$ cat src/i2c_rbm_pkg.sv
// Shared types and constants for the I2C register burst master.
// Used by the top level, front end, item queue and bus engine.
package i2c_rbm_pkg;

  localparam int TICKS_PER_DELAY_DEF = 1;
  localparam logic [7:0] ACK_WAIT_RESET = 8'd250;
  localparam int QUEUE_DEPTH = 2;

  // func field codes on the command channel
  typedef enum logic [1:0] {
    FUNC_START = 2'd0,
    FUNC_DATA  = 2'd1,
    FUNC_TICK  = 2'd2,
    FUNC_NONE  = 2'd3
  } func_t;

  // classified item kind, as queued for the bus engine
  typedef enum logic [3:0] {
    KIND_NOP   = 4'b0001,
    KIND_START = 4'b0010,
    KIND_DATA  = 4'b0100,
    KIND_TICK  = 4'b1000
  } kind_t;

  typedef struct packed {
    kind_t       kind;
    logic        is_read;
    logic [6:0]  dev_addr;
    logic [7:0]  reg_addr;
    logic [7:0]  byte_count;
    logic [7:0]  write_data;
    logic        sda_in;
  } item_t;

endpackage

$ cat src/i2c_rbm_ifs.sv
// Valid/ready channel interfaces: command items in, bus result items out.
// Depends on nothing but plain logic types.
interface i2c_rbm_cmd_if ();
  logic       valid;
  logic       ready;
  logic [1:0] func;
  logic       is_read;
  logic [6:0] dev_addr;
  logic [7:0] reg_addr;
  logic [7:0] byte_count;
  logic [7:0] write_data;
  logic       sda_in;

  modport source (output valid, func, is_read, dev_addr, reg_addr, byte_count,
                  write_data, sda_in, input ready);
  modport sink (input valid, func, is_read, dev_addr, reg_addr, byte_count,
                write_data, sda_in, output ready);
endinterface

interface i2c_rbm_res_if ();
  logic       valid;
  logic       ready;
  logic       scl_level;
  logic       sda_level;
  logic       sda_drive;
  logic       busy_res;
  logic       need_data;
  logic [7:0] read_data;
  logic       read_valid;
  logic       read_last;
  logic       done_res;
  logic       status;
  logic       cmd_rejected;

  modport source (output valid, scl_level, sda_level, sda_drive, busy_res,
                  need_data, read_data, read_valid, read_last, done_res, status,
                  cmd_rejected, input ready);
  modport sink (input valid, scl_level, sda_level, sda_drive, busy_res,
                need_data, read_data, read_valid, read_last, done_res, status,
                cmd_rejected, output ready);
endinterface

$ cat src/i2c_register_burst_master.sv
// Top level of the I2C register burst master: front end, item queue, bus engine.
// Depends on i2c_rbm_pkg, the channel interfaces and the three sub-blocks.
//
//  channel | dir | handshake        | carries
//  cmd     | in  | valid/ready      | func, is_read, dev_addr, reg_addr, byte_count,
//          |     |                  | write_data, sda_in
//  res     | out | valid/ready      | bus levels, busy, need_data, read byte, done, status
//  cfg     | in  | cfg_wr_en only   | ack_wait_limit (reset 250)
//
// One item per clock while res.ready holds; results are registered.
// The bus engine runs one item per cycle unless its one result register stalls.
// A stalled result fills the two-entry queue, after which cmd.ready drops.
// Reset is synchronous; no clearing pass, the block takes items right after reset.
module i2c_register_burst_master import i2c_rbm_pkg::*; #(
  parameter int TICKS_PER_DELAY = TICKS_PER_DELAY_DEF
) (
  input  logic       clk,
  input  logic       rst,
  input  logic       cfg_wr_en,
  input  logic [7:0] cfg_wr_data,
  i2c_rbm_cmd_if.sink   cmd,
  i2c_rbm_res_if.source res
);

  logic  push_valid;
  logic  push_ready;
  item_t push_item;
  logic  pop_valid;
  logic  pop_ready;
  item_t pop_item;

  i2c_rbm_front u_front (
    .cmd        (cmd),
    .push_valid (push_valid),
    .push_item  (push_item),
    .push_ready (push_ready)
  );

  i2c_rbm_queue u_queue (
    .clk        (clk),
    .rst        (rst),
    .push_valid (push_valid),
    .push_item  (push_item),
    .push_ready (push_ready),
    .pop_valid  (pop_valid),
    .pop_item   (pop_item),
    .pop_ready  (pop_ready)
  );

  i2c_rbm_engine #(
    .TICKS_PER_DELAY (TICKS_PER_DELAY)
  ) u_engine (
    .clk         (clk),
    .rst         (rst),
    .cfg_wr_en   (cfg_wr_en),
    .cfg_wr_data (cfg_wr_data),
    .pop_valid   (pop_valid),
    .pop_item    (pop_item),
    .pop_ready   (pop_ready),
    .res         (res)
  );

endmodule

$ cat src/i2c_rbm_front.sv
// Front end: takes command items and classifies them for the item queue.
// Depends on i2c_rbm_pkg and i2c_rbm_cmd_if.
module i2c_rbm_front import i2c_rbm_pkg::*; (
  i2c_rbm_cmd_if.sink cmd,
  output logic        push_valid,
  output item_t       push_item,
  input  logic        push_ready
);

  assign cmd.ready  = push_ready;
  assign push_valid = cmd.valid;

  // only the fields the kind needs are carried, the rest are zeroed
  always_comb begin
    push_item = '0;
    push_item.kind = KIND_NOP;
    unique case (func_t'(cmd.func))
      FUNC_START: begin
        push_item.kind       = KIND_START;
        push_item.is_read    = cmd.is_read;
        push_item.dev_addr   = cmd.dev_addr;
        push_item.reg_addr   = cmd.reg_addr;
        push_item.byte_count = cmd.byte_count;
      end
      FUNC_DATA: begin
        push_item.kind       = KIND_DATA;
        push_item.write_data = cmd.write_data;
      end
      FUNC_TICK: begin
        push_item.kind   = KIND_TICK;
        push_item.sda_in = cmd.sda_in;
      end
      default: push_item.kind = KIND_NOP;
    endcase
  end

endmodule

$ cat src/i2c_rbm_queue.sv
// Short item queue between the front end and the bus engine.
// Depends on i2c_rbm_pkg for the item type and depth.
module i2c_rbm_queue import i2c_rbm_pkg::*; (
  input  logic  clk,
  input  logic  rst,
  input  logic  push_valid,
  input  item_t push_item,
  output logic  push_ready,
  output logic  pop_valid,
  output item_t pop_item,
  input  logic  pop_ready
);

  localparam int PtrW = (QUEUE_DEPTH > 1) ? $clog2(QUEUE_DEPTH) : 1;
  localparam int CntW = $clog2(QUEUE_DEPTH + 1);

  item_t            mem [QUEUE_DEPTH];
  logic [PtrW-1:0]  wr_ptr;
  logic [PtrW-1:0]  rd_ptr;
  logic [CntW-1:0]  count;
  logic [CntW-1:0]  count_next;
  logic             push;
  logic             pop;

  assign push_ready = (count != CntW'(QUEUE_DEPTH));
  assign pop_valid  = (count != '0);
  assign push       = push_valid && push_ready;
  assign pop        = pop_valid && pop_ready;
  assign pop_item   = mem[rd_ptr];

  always_comb begin
    count_next = count;
    if (push && !pop) begin
      count_next = count + CntW'(1);
    end else if (pop && !push) begin
      count_next = count - CntW'(1);
    end
  end

  always_ff @(posedge clk) begin
    if (rst) begin
      wr_ptr <= '0;
      rd_ptr <= '0;
      count  <= '0;
    end else begin
      if (push) begin
        wr_ptr <= (wr_ptr == PtrW'(QUEUE_DEPTH - 1)) ? '0 : wr_ptr + PtrW'(1);
      end
      if (pop) begin
        rd_ptr <= (rd_ptr == PtrW'(QUEUE_DEPTH - 1)) ? '0 : rd_ptr + PtrW'(1);
      end
      count <= count_next;
    end
  end

  always_ff @(posedge clk) begin
    if (push) begin
      mem[wr_ptr] <= push_item;
    end
  end

endmodule

$ cat src/i2c_rbm_engine.sv
// Bus engine: runs the I2C phase machine one queued item at a time and
// registers one result item per item taken. Depends on i2c_rbm_pkg, i2c_rbm_res_if.
module i2c_rbm_engine import i2c_rbm_pkg::*; #(
  parameter int TICKS_PER_DELAY = TICKS_PER_DELAY_DEF
) (
  input  logic       clk,
  input  logic       rst,
  input  logic       cfg_wr_en,
  input  logic [7:0] cfg_wr_data,
  input  logic       pop_valid,
  input  item_t      pop_item,
  output logic       pop_ready,
  i2c_rbm_res_if.source res
);

  localparam int DlyW = (TICKS_PER_DELAY > 1) ? $clog2(TICKS_PER_DELAY) : 1;
  localparam logic [DlyW-1:0] DLY_LAST = DlyW'(TICKS_PER_DELAY - 1);

  typedef enum logic [15:0] {
    PH_IDLE      = 16'h0001,
    PH_START_A   = 16'h0002,
    PH_START_B   = 16'h0004,
    PH_START_C   = 16'h0008,
    PH_TX_SETUP  = 16'h0010,
    PH_TX_HIGH   = 16'h0020,
    PH_ACK_LOW   = 16'h0040,
    PH_ACK_HIGH  = 16'h0080,
    PH_ACK_POLL  = 16'h0100,
    PH_WAIT_DATA = 16'h0200,
    PH_RX_LOW    = 16'h0400,
    PH_RX_HIGH   = 16'h0800,
    PH_RACK_LOW  = 16'h1000,
    PH_RACK_HIGH = 16'h2000,
    PH_STOP_A    = 16'h4000,
    PH_STOP_B    = 16'h8000
  } phase_t;

  typedef enum logic [3:0] {
    STG_ADDR_W = 4'b0001,
    STG_REG    = 4'b0010,
    STG_ADDR_R = 4'b0100,
    STG_DATA   = 4'b1000
  } stage_t;

  typedef struct packed {
    logic       scl_level;
    logic       sda_level;
    logic       sda_drive;
    logic       busy_res;
    logic       need_data;
    logic [7:0] read_data;
    logic       read_valid;
    logic       read_last;
    logic       done_res;
    logic       status;
    logic       cmd_rejected;
  } result_t;

  phase_t          phase, phase_next;
  stage_t          stage, stage_next;
  logic [DlyW-1:0] delay_count, delay_count_next;
  logic [3:0]      bit_index, bit_index_next;
  logic [7:0]      shift_byte, shift_byte_next;
  logic [7:0]      bytes_left, bytes_left_next;
  logic [6:0]      saved_device, saved_device_next;
  logic [7:0]      saved_register, saved_register_next;
  logic            read_mode, read_mode_next;
  logic [7:0]      held_data, held_data_next;
  logic            held_valid, held_valid_next;
  logic [7:0]      ack_polls, ack_polls_next;
  logic            failed, failed_next;
  logic            scl, scl_next;
  logic            sda, sda_next;
  logic            drive, drive_next;
  logic [7:0]      ack_limit;
  logic            res_valid;
  result_t         res_q, res_next;

  logic            pop;
  logic            step;
  logic            go_ack, go_tx, go_stop, go_rx, go_wait;
  logic [7:0]      tx_byte;
  logic [3:0]      bit_inc;
  logic [7:0]      bytes_dec;
  logic            rejected, rd_valid, rd_last, done;
  logic [7:0]      rd_data;

  assign pop_ready = !res_valid || res.ready;
  assign pop       = pop_valid && pop_ready;
  assign bit_inc   = bit_index + 4'd1;
  assign bytes_dec = bytes_left - 8'd1;

  always_comb begin
    phase_next          = phase;
    stage_next          = stage;
    delay_count_next    = delay_count;
    bit_index_next      = bit_index;
    shift_byte_next     = shift_byte;
    bytes_left_next     = bytes_left;
    saved_device_next   = saved_device;
    saved_register_next = saved_register;
    read_mode_next      = read_mode;
    held_data_next      = held_data;
    held_valid_next     = held_valid;
    ack_polls_next      = ack_polls;
    failed_next         = failed;
    scl_next            = scl;
    sda_next            = sda;
    drive_next          = drive;
    rejected = 1'b0;
    rd_valid = 1'b0;
    rd_last  = 1'b0;
    rd_data  = '0;
    done     = 1'b0;
    step     = 1'b0;
    go_ack   = 1'b0;
    go_tx    = 1'b0;
    go_stop  = 1'b0;
    go_rx    = 1'b0;
    go_wait  = 1'b0;
    tx_byte  = saved_register;

    unique case (pop_item.kind)
      KIND_START: begin
        if (phase != PH_IDLE) begin
          rejected = 1'b1;
        end else begin
          read_mode_next      = pop_item.is_read;
          saved_device_next   = pop_item.dev_addr;
          saved_register_next = pop_item.reg_addr;
          bytes_left_next     = pop_item.byte_count;
          held_valid_next     = 1'b0;
          failed_next         = 1'b0;
          stage_next          = STG_ADDR_W;
          delay_count_next    = '0;
          bit_index_next      = '0;
          ack_polls_next      = '0;
          scl_next            = 1'b1;
          sda_next            = 1'b1;
          drive_next          = 1'b1;
          phase_next          = PH_START_B;
        end
      end
      KIND_DATA: begin
        // one-byte slot; may be filled ahead while the address is going out
        if (phase != PH_IDLE && phase != PH_STOP_A && phase != PH_STOP_B &&
            !read_mode && !held_valid && bytes_left != '0) begin
          held_data_next  = pop_item.write_data;
          held_valid_next = 1'b1;
        end else begin
          rejected = 1'b1;
        end
      end
      KIND_TICK: begin
        case (phase)
          PH_IDLE: ;
          PH_WAIT_DATA: begin
            if (held_valid) begin
              held_valid_next = 1'b0;
              bytes_left_next = bytes_dec;
              go_tx           = 1'b1;
              tx_byte         = held_data;
            end
          end
          PH_ACK_POLL: begin
            if (!pop_pop_sda()) begin
              go_ack = 1'b1;
            end else if (ack_polls >= ack_limit) begin
              // register and read-address acknowledges are not enforced
              if (stage == STG_REG || stage == STG_ADDR_R) begin
                go_ack = 1'b1;
              end else begin
                failed_next     = 1'b1;
                held_valid_next = 1'b0;
                go_stop         = 1'b1;
              end
            end else begin
              ack_polls_next = ack_polls + 8'd1;
            end
          end
          default: begin
            if (delay_count != DLY_LAST) begin
              delay_count_next = delay_count + DlyW'(1);
            end else begin
              delay_count_next = '0;
              step             = 1'b1;
            end
          end
        endcase
      end
      default: ;
    endcase

    if (step) begin
      unique case (phase)
        PH_START_A: begin
          scl_next   = 1'b1;
          phase_next = PH_START_B;
        end
        PH_START_B: begin
          sda_next   = 1'b0;
          phase_next = PH_START_C;
        end
        PH_START_C: begin
          go_tx = 1'b1;
          if (stage == STG_REG) begin
            stage_next = STG_ADDR_R;
            tx_byte    = {saved_device, 1'b1};
          end else begin
            stage_next = STG_ADDR_W;
            tx_byte    = {saved_device, 1'b0};
          end
        end
        PH_TX_SETUP: begin
          scl_next   = 1'b1;
          phase_next = PH_TX_HIGH;
        end
        PH_TX_HIGH: begin
          scl_next        = 1'b0;
          shift_byte_next = {shift_byte[6:0], 1'b0};
          bit_index_next  = bit_inc;
          if (bit_inc >= 4'd8) begin
            drive_next = 1'b0;
            sda_next   = 1'b1;
            phase_next = PH_ACK_LOW;
          end else begin
            sda_next   = shift_byte[6];
            phase_next = PH_TX_SETUP;
          end
        end
        PH_ACK_LOW: begin
          scl_next   = 1'b1;
          phase_next = PH_ACK_HIGH;
        end
        PH_ACK_HIGH: begin
          ack_polls_next = '0;
          phase_next     = PH_ACK_POLL;
        end
        PH_RX_LOW: begin
          scl_next        = 1'b1;
          shift_byte_next = {shift_byte[6:0], pop_item.sda_in};
          bit_index_next  = bit_inc;
          phase_next      = PH_RX_HIGH;
        end
        PH_RX_HIGH: begin
          scl_next = 1'b0;
          if (bit_index >= 4'd8) begin
            drive_next = 1'b1;
            sda_next   = (bytes_left == 8'd1);
            phase_next = PH_RACK_LOW;
          end else begin
            phase_next = PH_RX_LOW;
          end
        end
        PH_RACK_LOW: begin
          scl_next   = 1'b1;
          phase_next = PH_RACK_HIGH;
        end
        PH_RACK_HIGH: begin
          scl_next        = 1'b0;
          rd_data         = shift_byte;
          rd_valid        = 1'b1;
          rd_last         = (bytes_left == 8'd1);
          bytes_left_next = bytes_dec;
          if (bytes_dec == '0) begin
            go_stop = 1'b1;
          end else begin
            go_rx = 1'b1;
          end
        end
        PH_STOP_A: begin
          scl_next   = 1'b1;
          phase_next = PH_STOP_B;
        end
        PH_STOP_B: begin
          sda_next   = 1'b1;
          drive_next = 1'b1;
          phase_next = PH_IDLE;
          done       = 1'b1;
        end
        default: phase_next = PH_IDLE;
      endcase
    end

    if (go_ack) begin
      scl_next = 1'b0;
      unique case (stage)
        STG_ADDR_W: begin
          stage_next = STG_REG;
          go_tx      = 1'b1;
          tx_byte    = saved_register;
        end
        STG_REG: begin
          if (read_mode) begin
            // repeated START
            sda_next   = 1'b1;
            drive_next = 1'b1;
            phase_next = PH_START_A;
          end else if (bytes_left == '0) begin
            go_stop = 1'b1;
          end else begin
            stage_next = STG_DATA;
            go_wait    = 1'b1;
          end
        end
        STG_ADDR_R: begin
          if (bytes_left == '0) begin
            go_stop = 1'b1;
          end else begin
            go_rx = 1'b1;
          end
        end
        default: begin
          if (bytes_left == '0) begin
            go_stop = 1'b1;
          end else begin
            go_wait = 1'b1;
          end
        end
      endcase
    end

    if (go_tx) begin
      shift_byte_next = tx_byte;
      bit_index_next  = '0;
      sda_next        = tx_byte[7];
      drive_next      = 1'b1;
      scl_next        = 1'b0;
      phase_next      = PH_TX_SETUP;
    end
    if (go_stop) begin
      scl_next   = 1'b0;
      sda_next   = 1'b0;
      drive_next = 1'b1;
      phase_next = PH_STOP_A;
    end
    if (go_rx) begin
      scl_next        = 1'b0;
      sda_next        = 1'b1;
      drive_next      = 1'b0;
      bit_index_next  = '0;
      shift_byte_next = '0;
      phase_next      = PH_RX_LOW;
    end
    if (go_wait) begin
      scl_next   = 1'b0;
      sda_next   = 1'b1;
      drive_next = 1'b0;
      phase_next = PH_WAIT_DATA;
    end

    res_next.scl_level    = scl_next;
    res_next.sda_level    = sda_next;
    res_next.sda_drive    = drive_next;
    res_next.busy_res     = (phase_next != PH_IDLE);
    res_next.need_data    = (phase_next == PH_WAIT_DATA) && !held_valid_next;
    res_next.read_data    = rd_data;
    res_next.read_valid   = rd_valid;
    res_next.read_last    = rd_last;
    res_next.done_res     = done;
    res_next.status       = done && failed_next;
    res_next.cmd_rejected = rejected;
  end

  function automatic logic pop_pop_sda();
    return pop_item.sda_in;
  endfunction

  always_ff @(posedge clk) begin
    if (rst) begin
      phase       <= PH_IDLE;
      stage       <= STG_ADDR_W;
      delay_count <= '0;
      bit_index   <= '0;
      bytes_left  <= '0;
      read_mode   <= 1'b0;
      held_valid  <= 1'b0;
      ack_polls   <= '0;
      failed      <= 1'b0;
      scl         <= 1'b1;
      sda         <= 1'b1;
      drive       <= 1'b1;
      res_valid   <= 1'b0;
    end else begin
      if (pop) begin
        phase       <= phase_next;
        stage       <= stage_next;
        delay_count <= delay_count_next;
        bit_index   <= bit_index_next;
        bytes_left  <= bytes_left_next;
        read_mode   <= read_mode_next;
        held_valid  <= held_valid_next;
        ack_polls   <= ack_polls_next;
        failed      <= failed_next;
        scl         <= scl_next;
        sda         <= sda_next;
        drive       <= drive_next;
        res_valid   <= 1'b1;
      end else if (res.ready) begin
        res_valid <= 1'b0;
      end
    end
  end

  always_ff @(posedge clk) begin
    if (pop) begin
      shift_byte     <= shift_byte_next;
      saved_device   <= saved_device_next;
      saved_register <= saved_register_next;
      held_data      <= held_data_next;
      res_q          <= res_next;
    end
  end

  always_ff @(posedge clk) begin
    if (rst) begin
      ack_limit <= ACK_WAIT_RESET;
    end else if (cfg_wr_en) begin
      ack_limit <= cfg_wr_data;
    end
  end

  assign res.valid        = res_valid;
  assign res.scl_level    = res_q.scl_level;
  assign res.sda_level    = res_q.sda_level;
  assign res.sda_drive    = res_q.sda_drive;
  assign res.busy_res     = res_q.busy_res;
  assign res.need_data    = res_q.need_data;
  assign res.read_data    = res_q.read_data;
  assign res.read_valid   = res_q.read_valid;
  assign res.read_last    = res_q.read_last;
  assign res.done_res     = res_q.done_res;
  assign res.status       = res_q.status;
  assign res.cmd_rejected = res_q.cmd_rejected;

  a_held_write_only: assert property (@(posedge clk) disable iff (rst)
    held_valid |-> !read_mode)
    else $error("held data byte present during a read burst");

  a_pop_fills_result: assert property (@(posedge clk) disable iff (rst)
    pop |=> res_valid)
    else $error("engine step did not produce a result item");

  a_ack_poll_released: assert property (@(posedge clk) disable iff (rst)
    phase == PH_ACK_POLL |-> (bit_index == 4'd8) && !drive)
    else $error("acknowledge poll without a full byte sent or with SDA driven");

  a_wait_in_write: assert property (@(posedge clk) disable iff (rst)
    phase == PH_WAIT_DATA |-> (stage == STG_DATA) && !read_mode && (bytes_left != '0))
    else $error("waiting for write data outside a write data stage");

endmodule
$ cat src/flat_wrapper.sv
// flat-port wrapper written by rule: the top's interface ports become plain ports
module i2c_register_burst_master_flat import i2c_rbm_pkg::*;
#(
  parameter int TICKS_PER_DELAY = TICKS_PER_DELAY_DEF
)
  (clk, rst, cfg_wr_en, cfg_wr_data, cmd_valid, cmd_func, cmd_is_read, cmd_dev_addr, cmd_reg_addr, cmd_byte_count, cmd_write_data, cmd_sda_in, cmd_ready, res_valid, res_scl_level, res_sda_level, res_sda_drive, res_busy_res, res_need_data, res_read_data, res_read_valid, res_read_last, res_done_res, res_status, res_cmd_rejected, res_ready);
  i2c_rbm_cmd_if cmd_i ();
  i2c_rbm_res_if res_i ();
  input  logic clk;
  input  logic rst;
  input  logic cfg_wr_en;
  input  logic [7:0] cfg_wr_data;
  input wire logic [$bits(cmd_i.valid)-1:0] cmd_valid;
  input wire logic [$bits(cmd_i.func)-1:0] cmd_func;
  input wire logic [$bits(cmd_i.is_read)-1:0] cmd_is_read;
  input wire logic [$bits(cmd_i.dev_addr)-1:0] cmd_dev_addr;
  input wire logic [$bits(cmd_i.reg_addr)-1:0] cmd_reg_addr;
  input wire logic [$bits(cmd_i.byte_count)-1:0] cmd_byte_count;
  input wire logic [$bits(cmd_i.write_data)-1:0] cmd_write_data;
  input wire logic [$bits(cmd_i.sda_in)-1:0] cmd_sda_in;
  output wire logic [$bits(cmd_i.ready)-1:0] cmd_ready;
  output wire logic [$bits(res_i.valid)-1:0] res_valid;
  output wire logic [$bits(res_i.scl_level)-1:0] res_scl_level;
  output wire logic [$bits(res_i.sda_level)-1:0] res_sda_level;
  output wire logic [$bits(res_i.sda_drive)-1:0] res_sda_drive;
  output wire logic [$bits(res_i.busy_res)-1:0] res_busy_res;
  output wire logic [$bits(res_i.need_data)-1:0] res_need_data;
  output wire logic [$bits(res_i.read_data)-1:0] res_read_data;
  output wire logic [$bits(res_i.read_valid)-1:0] res_read_valid;
  output wire logic [$bits(res_i.read_last)-1:0] res_read_last;
  output wire logic [$bits(res_i.done_res)-1:0] res_done_res;
  output wire logic [$bits(res_i.status)-1:0] res_status;
  output wire logic [$bits(res_i.cmd_rejected)-1:0] res_cmd_rejected;
  input wire logic [$bits(res_i.ready)-1:0] res_ready;
  assign cmd_i.valid = cmd_valid;
  assign cmd_i.func = cmd_func;
  assign cmd_i.is_read = cmd_is_read;
  assign cmd_i.dev_addr = cmd_dev_addr;
  assign cmd_i.reg_addr = cmd_reg_addr;
  assign cmd_i.byte_count = cmd_byte_count;
  assign cmd_i.write_data = cmd_write_data;
  assign cmd_i.sda_in = cmd_sda_in;
  assign cmd_ready = cmd_i.ready;
  assign res_valid = res_i.valid;
  assign res_scl_level = res_i.scl_level;
  assign res_sda_level = res_i.sda_level;
  assign res_sda_drive = res_i.sda_drive;
  assign res_busy_res = res_i.busy_res;
  assign res_need_data = res_i.need_data;
  assign res_read_data = res_i.read_data;
  assign res_read_valid = res_i.read_valid;
  assign res_read_last = res_i.read_last;
  assign res_done_res = res_i.done_res;
  assign res_status = res_i.status;
  assign res_cmd_rejected = res_i.cmd_rejected;
  assign res_i.ready = res_ready;
  i2c_register_burst_master #(.TICKS_PER_DELAY(TICKS_PER_DELAY)) u_core (.clk(clk), .rst(rst), .cfg_wr_en(cfg_wr_en), .cfg_wr_data(cfg_wr_data), .cmd(cmd_i), .res(res_i));
endmodule
$ cat config.mk
export PLATFORM = sky130hd
export DESIGN_NAME = i2c_register_burst_master_flat
export DESIGN_NICKNAME = d
export VERILOG_FILES = /design/src/i2c_rbm_pkg.sv /design/src/i2c_rbm_ifs.sv /design/src/i2c_register_burst_master.sv /design/src/i2c_rbm_front.sv /design/src/i2c_rbm_queue.sv /design/src/i2c_rbm_engine.sv /design/src/flat_wrapper.sv
export SDC_FILE = /design/constraint.sdc
export NUM_CORES = 1
export LEC_CHECK = 0
export BUFFER_PORTS_ARGS = -buffer_cell sky130_fd_sc_hd__buf_2
export CORE_UTILIZATION = 45
export CTS_BUF_LIST = sky130_fd_sc_hd__clkbuf_8
export DETAILED_ROUTE_END_ITERATION = 10
export PLACE_DENSITY_LB_ADDON = 0.2
export SLEW_MARGIN = 20
export SYNTH_ARGS = -nofsm -noshare
export SYNTH_HDL_FRONTEND = slang
export SYNTH_SLANG_ARGS = --single-unit
$ cat constraint.sdc
create_clock -name clk -period 3.5 [get_ports clk]
set_input_delay 0.7 -clock clk [delete_from_list [all_inputs] [get_ports clk]]
set_output_delay 0.7 -clock clk [all_outputs]
set_load 0.1 [all_outputs]
==> results of run 1 <==
==> cells in the final DEF, fill, tap and decap left out, drive strengths merged, types with 16 or more instances in the layout <==
cell type | netlist | final
nand2 | 77 | 77
buf | 15 | 106
mux2i | 16 | 16
inv | 21 | 30
o21ai | 35 | 35
nor3 | 19 | 19
and2 | 46 | 46
clkbuf | 33 | 17
a21oi | 39 | 39
nor2 | 86 | 86
dfxtp | 60 | 60
mux2 | 24 | 24
nand3 | 16 | 16
edfxtp | 123 | 123
ha | 16 | 16
==> tightest hold or removal path: stages <==
cell and delay (ns):
buf_2 0.07, nand2_1 0.04, o211ai_1 0.06
==> logic make-up after synthesis <==
kind of cell             count (synthesis)  share of synthesized area
AO/OA/AOI/OAI                          170                      0.127
XOR/XNOR                                16                     0.0157
adder cells (fa/ha/maj)                 16                     0.0224
buffers and inverters                   70                     0.0371
flip-flops                             183                      0.548
multiplexers                            40                     0.0496
AND/OR/NAND/NOR                        336                      0.200
==> power by group <==
part           internal [mW]  total (mW)  switching [mW]
Combinational          0.817        2.65            1.83
Sequential              2.72        2.92           0.199
Clock                  0.589        1.56           0.975
==> synthesized netlist by cell type, drive strengths merged (15+ instances only) <==
cell | instances | area (um2)
edfxtp | 123 | 3690
nor2 | 86 | 323
nand2 | 77 | 289
dfxtp | 60 | 1200
and2 | 46 | 289
a21oi | 39 | 195
o21ai | 35 | 175
clkbuf | 33 | 124
mux2 | 24 | 270
inv | 21 | 78.8
nor3 | 19 | 95.1
ha | 16 | 200
mux2i | 16 | 173
nand3 | 16 | 80.1
buf | 15 | 125
==> final cells by class <==
type                       instances  area, um2
multi-input combinational        578       3720
sequential                       183       4900
clock buffer                      17        234
inverter                          22       82.6
fill                            1719       9350
timing repair buffer             106        628
clock inverter                    15        223
tap                              265        332
==> flip-flops by register name (all words and copies together), names as in the netlist, 2 cells and up, named ones only <==
name,cells
u_core.u_engine.ack_limit,8
u_core.u_engine.ack_polls,8
u_core.u_engine.bit_index,4
u_core.u_engine.bytes_left,8
u_core.u_engine.held_data,8
u_core.u_engine.phase,16
u_core.u_engine.res.read_data,8
u_core.u_engine.saved_device,7
u_core.u_engine.saved_register,8
u_core.u_engine.shift_byte,8
u_core.u_engine.stage,4
u_core.u_queue.count,2
u_core.u_queue.mem,74
==> per-layer routing <==
layer  GRT usage  vias up
met5           0        -
met4      0.0798        0
met3      0.0449       36
met2       0.315      191
met1       0.308     3088
li1            -     3242
==> per-stage QoR <==
stage                     instances  instance area [um2]
after floorplan                 831                 8930
after global placement         1154                 9650
after detailed placement       1154                 9650
after CTS                      1186                10100
after global routing           1186                10100
final                          1186                10100
==> worst paths after layout <==
path	start	end	slack [ns]
worst min register to register	u_core.u_engine.failed$_SDFFE_PP0P_	u_core.u_engine.failed$_SDFFE_PP0P_	0.48
worst min-delay path	cfg_wr_data[4]	u_core.u_engine.ack_limit[4]$_SDFFE_PP1P_	0.42
worst max register to register	u_core.u_engine.phase[6]$_SDFFE_PP0P_	u_core.u_engine.res.need_data$_DFFE_PP_	0.20
worst max-delay path	u_core.u_engine.phase[6]$_SDFFE_PP0P_	u_core.u_engine.res.need_data$_DFFE_PP_	0.20
==> repair_timing <==
action	CTS	global route
endpoints found under the hold margin	0	0
setup endpoints to repair	0	1
gates resized for setup	0	2
==> impl_metrics.toml, run 1 <==
[outcome]
status = "finished with violations"
failed_checks = "design-rule violations"

[grt]
grt_pass1_vias = 5941
grt_max_degree = 38
grt_first_pass_wirelength_um = 33000
antenna_found_initial = 0
groute.usage.overall = 0.214
grt_overflow = 0

[worst_setup_path]
critPathCaptureType = "flip-flop"
worstPathArrival_ns = 3.64
path_max_fanout = 9
worst_path_largest_cell_delay_ns = 0.69
crit_cells = 8
required_ns = 3.84
critical_path_class = "reg -> reg"
path_cells = "or4_1, nor4_4, nand2_1, a21o_1, nor3_1, a31oi_1, nor4_1, and2_1"
worstRegToRegCells = 8
path_buf_inv = 0
cp-start-kind = "flip-flop"
worst_path_max_delay_cell = "or4_1"
path_delay_family = "simple AND/OR/NAND/NOR gates"

[placed_design]
pre_cts_ws_ns = 0.225
dpl.hpwl_um = 14700
portBuffers = 67
gp_congestion = 0.920

[power_and_ir_drop]
leakagePower_nw = 3.69
p_total_mw = 7.13
max-vdd-ir-drop_v = 0.000414
cellPowerDensity_nw_per_um2 = 705

[cts]
cts_made_buffers = 17
clk_pin_slew_ns = 0.12
clock_path_buffers = 2
postCtsHoldBufs = 0
clk_latency_ns = 0.48
post_cts_buffers = 0
clock_sinks = 183
cts-root-buf = "clkbuf_8"
cts_tree = "done"
htreeDepth = 4

[routing]
drcViolationCount = 3
wl_met3_um = 992
highest_layer = "met4"
vias_per_cell = 5.53
vias = 6557
avgRoutedWirePerCell_um = 17.7
first_pass_iters = 8
ant_nets = 0
drt-initial-drc-count = 568
wl_met2_um = 9280
routedLengthMet1_um = 10200
routed_wl_um = 21000

[floorplan]
io_pins = 68
die_w_um = 143
initial_utilization = 0.459
die_area_um2 = 20400
core_um2 = 19500
rows = 51
die_h_um = 143

[sta]
final_max_slew_viol_count = 0
finalSetupViolCount = 0
setup-tns-final_ns = 0
rsz0062_at_grt = "false"
slew_headroom = 0.498
min_period_ns = 3.30
finalClockSkew_ns = 0.0176
final.setup.worst_slack_ns = 0.200
tightest_slew_ns = 0.732
hold_ws_ns = 0.423
fmax_mhz = 303
hold_violations = 0
period_share = 0.943

[flow_run]
drv_cap = 0

[finish]
synthToLayoutAreaGrowth_pct = 13.3
num_antenna_cells = 0
nNetsFinal = 972
finalCoreUtilization = 0.520
drive_gt1_frac = 0.203

[synthesis]
synth_ff_type = "edfxtp_1"
ys_async_sr_fraction = 0
synth_seq_area_share = 0.548
synth_nets = 895
syn_avg_cell_area_um2 = 10.7
ys_ff_latch = 183
ys_types = 77
syn_area_um2 = 8930
ys_warn_count = 0
synth-edff-count = 123
synth_cells = 831

[min_path]
hold_class = "in -> reg"
min_delay_path_depth = 3
No activity file was read; power rests on OpenSTA's default activity.
==> inputs of run 2 (changes only) <==
CELL_PAD_IN_SITES_DETAIL_PLACEMENT = 0   (was not set)
CELL_PAD_IN_SITES_GLOBAL_PLACEMENT = 1   (was not set)
==> run 2 against run 1 <==
  * The run now ends clean
  * Clock-buffer cell count did not move
  * Sequential share of layout area fell by 0.29 points
  * Clock skew up 0.0019 ns
  * Total power about the same
  * Non-clock buffer count is 13 higher
  * Combinational power increased by 3%
  * Critical path depth did not move
  * Critical path type unchanged
  * Highest routed layer unchanged
==> impl_metrics.toml, run 2 (synthesis results as in run 1) <==
[worst_setup_path]
required_ns = 3.72
path_max_fanout = 11
worstPathArrival_ns = 3.53
critical_path_class = "reg -> reg"
cp-start-kind = "flip-flop"
critPathCaptureType = "flip-flop"

[routing]
wl_met2_um = 11500
avgRoutedWirePerCell_um = 19.2
highest_layer = "met4"
drcViolationCount = 0
wl_met3_um = 1110
routed_wl_um = 23100
ant_nets = 0
vias = 6759
first_pass_iters = 6
drt-initial-drc-count = 465
routedLengthMet1_um = 10000
vias_per_cell = 5.64

[finish]
synthToLayoutAreaGrowth_pct = 14.0
reg_top3 = "u_core.u_queue.mem (74), u_core.u_engine.phase (16)"
most-common-layout-cells = "edfxtp_1, nor2_1, nand2_1"
finalCoreUtilization = 0.523
nNetsFinal = 985
largest_register = "u_core.u_queue.mem"
final_common_cell = "edfxtp_1"
num_antenna_cells = 0
drive_gt1_frac = 0.213
fin_area_um2 = 10200
layout.cells.non_filler = 1199
largest_reg_flops = 74

[grt]
grt_max_degree = 38
grt_overflow = 0
grt_first_pass_wirelength_um = 36200
antenna_found_initial = 0
groute.usage.overall = 0.239
grt_pass1_vias = 6524

[placed_design]
dpl.hpwl_um = 17200
dp_cells = 1167
placed_area_um2 = 9750
portBuffers = 67
gp_congestion = 0.873
pre_cts_ws_ns = 0.227

[floorplan]
rows = 51
io_pins = 68
core_um2 = 19500
die_w_um = 143
die_h_um = 143
initial_utilization = 0.459
die_area_um2 = 20400

[power_and_ir_drop]
p_total_mw = 7.14
max-vdd-ir-drop_v = 0.000361
leakagePower_nw = 3.76
cellPowerDensity_nw_per_um2 = 701

[flow_run]
drv_cap = 0

[sta]
setup-tns-final_ns = 0
finalSetupViolCount = 0
min_period_ns = 3.31
hold_violations = 0
slew_headroom = 0.476
final_max_slew_viol_count = 0
finalClockSkew_ns = 0.0195
fmax_mhz = 302
period_share = 0.946
hold_ws_ns = 0.425
tightest_slew_ns = 0.786
final.setup.worst_slack_ns = 0.189
rsz0062_at_grt = "false"

[cts]
clock_sinks = 183
clk_latency_ns = 0.49
clock_path_buffers = 2
cts-root-buf = "clkbuf_8"
htreeDepth = 4
clk_pin_slew_ns = 0.11
cts_made_buffers = 17
cts_tree = "done"
postCtsHoldBufs = 0

[min_path]
hold_class = "in -> reg"

[outcome]
status = "complete, no violations"
==> run 2: changes by cell type in the layout (fill, tap and decap cells not counted), sizes merged <==
cell,before,now
buf,106,119
==> run 2: worst max-delay path: stages, from the launching register on <==
cell and delay, ns:
dfxtp_1 0.60, or4b_1 0.25, a2bb2oi_1 0.30, o211a_1 0.47
mux2i_4 0.30, o2111ai_1 0.12, or4_1 0.50, nor4b_2 0.35
nand4_1 0.15
==> run 2: where the power goes <==
| group | total (mW) | internal (mW) | switching (mW) | leakage [nW] |
|---|---|---|---|---|
| Combinational | 2.72 | 0.845 | 1.88 | 1.89 |
| Sequential | 2.93 | 2.72 | 0.203 | 1.65 |
| Clock | 1.49 | 0.560 | 0.928 | 0.210 |
==> run 2: worst paths after layout <==
path / start / endpoint / slack [ns] / cells past startpoint
max: u_core.u_engine.phase[10]$_SDFFE_PP0P_ / u_core.u_engine.res.busy_res$_DFFE_PP_ / 0.19 / 8
min: cfg_wr_data[4] / u_core.u_engine.ack_limit[4]$_SDFFE_PP1P_ / 0.43 / 3
max reg2reg: u_core.u_engine.phase[10]$_SDFFE_PP0P_ / u_core.u_engine.res.busy_res$_DFFE_PP_ / 0.19 / 8
min reg2reg: u_core.u_engine.failed$_SDFFE_PP0P_ / u_core.u_engine.failed$_SDFFE_PP0P_ / 0.49 / 2
==> run 2: what timing repair did <==
| item | 4_1_cts | 5_1_grt |
|---|---|---|
| resized for setup | 0 | 1 |
| setup buffers | 0 | 0 |
| setup endpoints to repair | 0 | 1 |
==> run 2: layer usage <==
| layer | GRT usage | up-vias |
|---|---|---|
| li1 | - | 3264 |
| met1 | 0.302 | 3260 |
| met3 | 0.0469 | 34 |
| met4 | 0.0804 | 0 |
| met2 | 0.407 | 201 |
| met5 | 0 | - |
==> run 2: layout make-up <==
type	instances	area, um2
Multi-Input combinational cell	578	3720
Timing Repair Buffer	119	726
Inverter	22	82.6
Clock inverter	15	186
Fill cell	1742	9290
Clock buffer	17	234
Sequential cell	183	4900
Tap cell	265	332
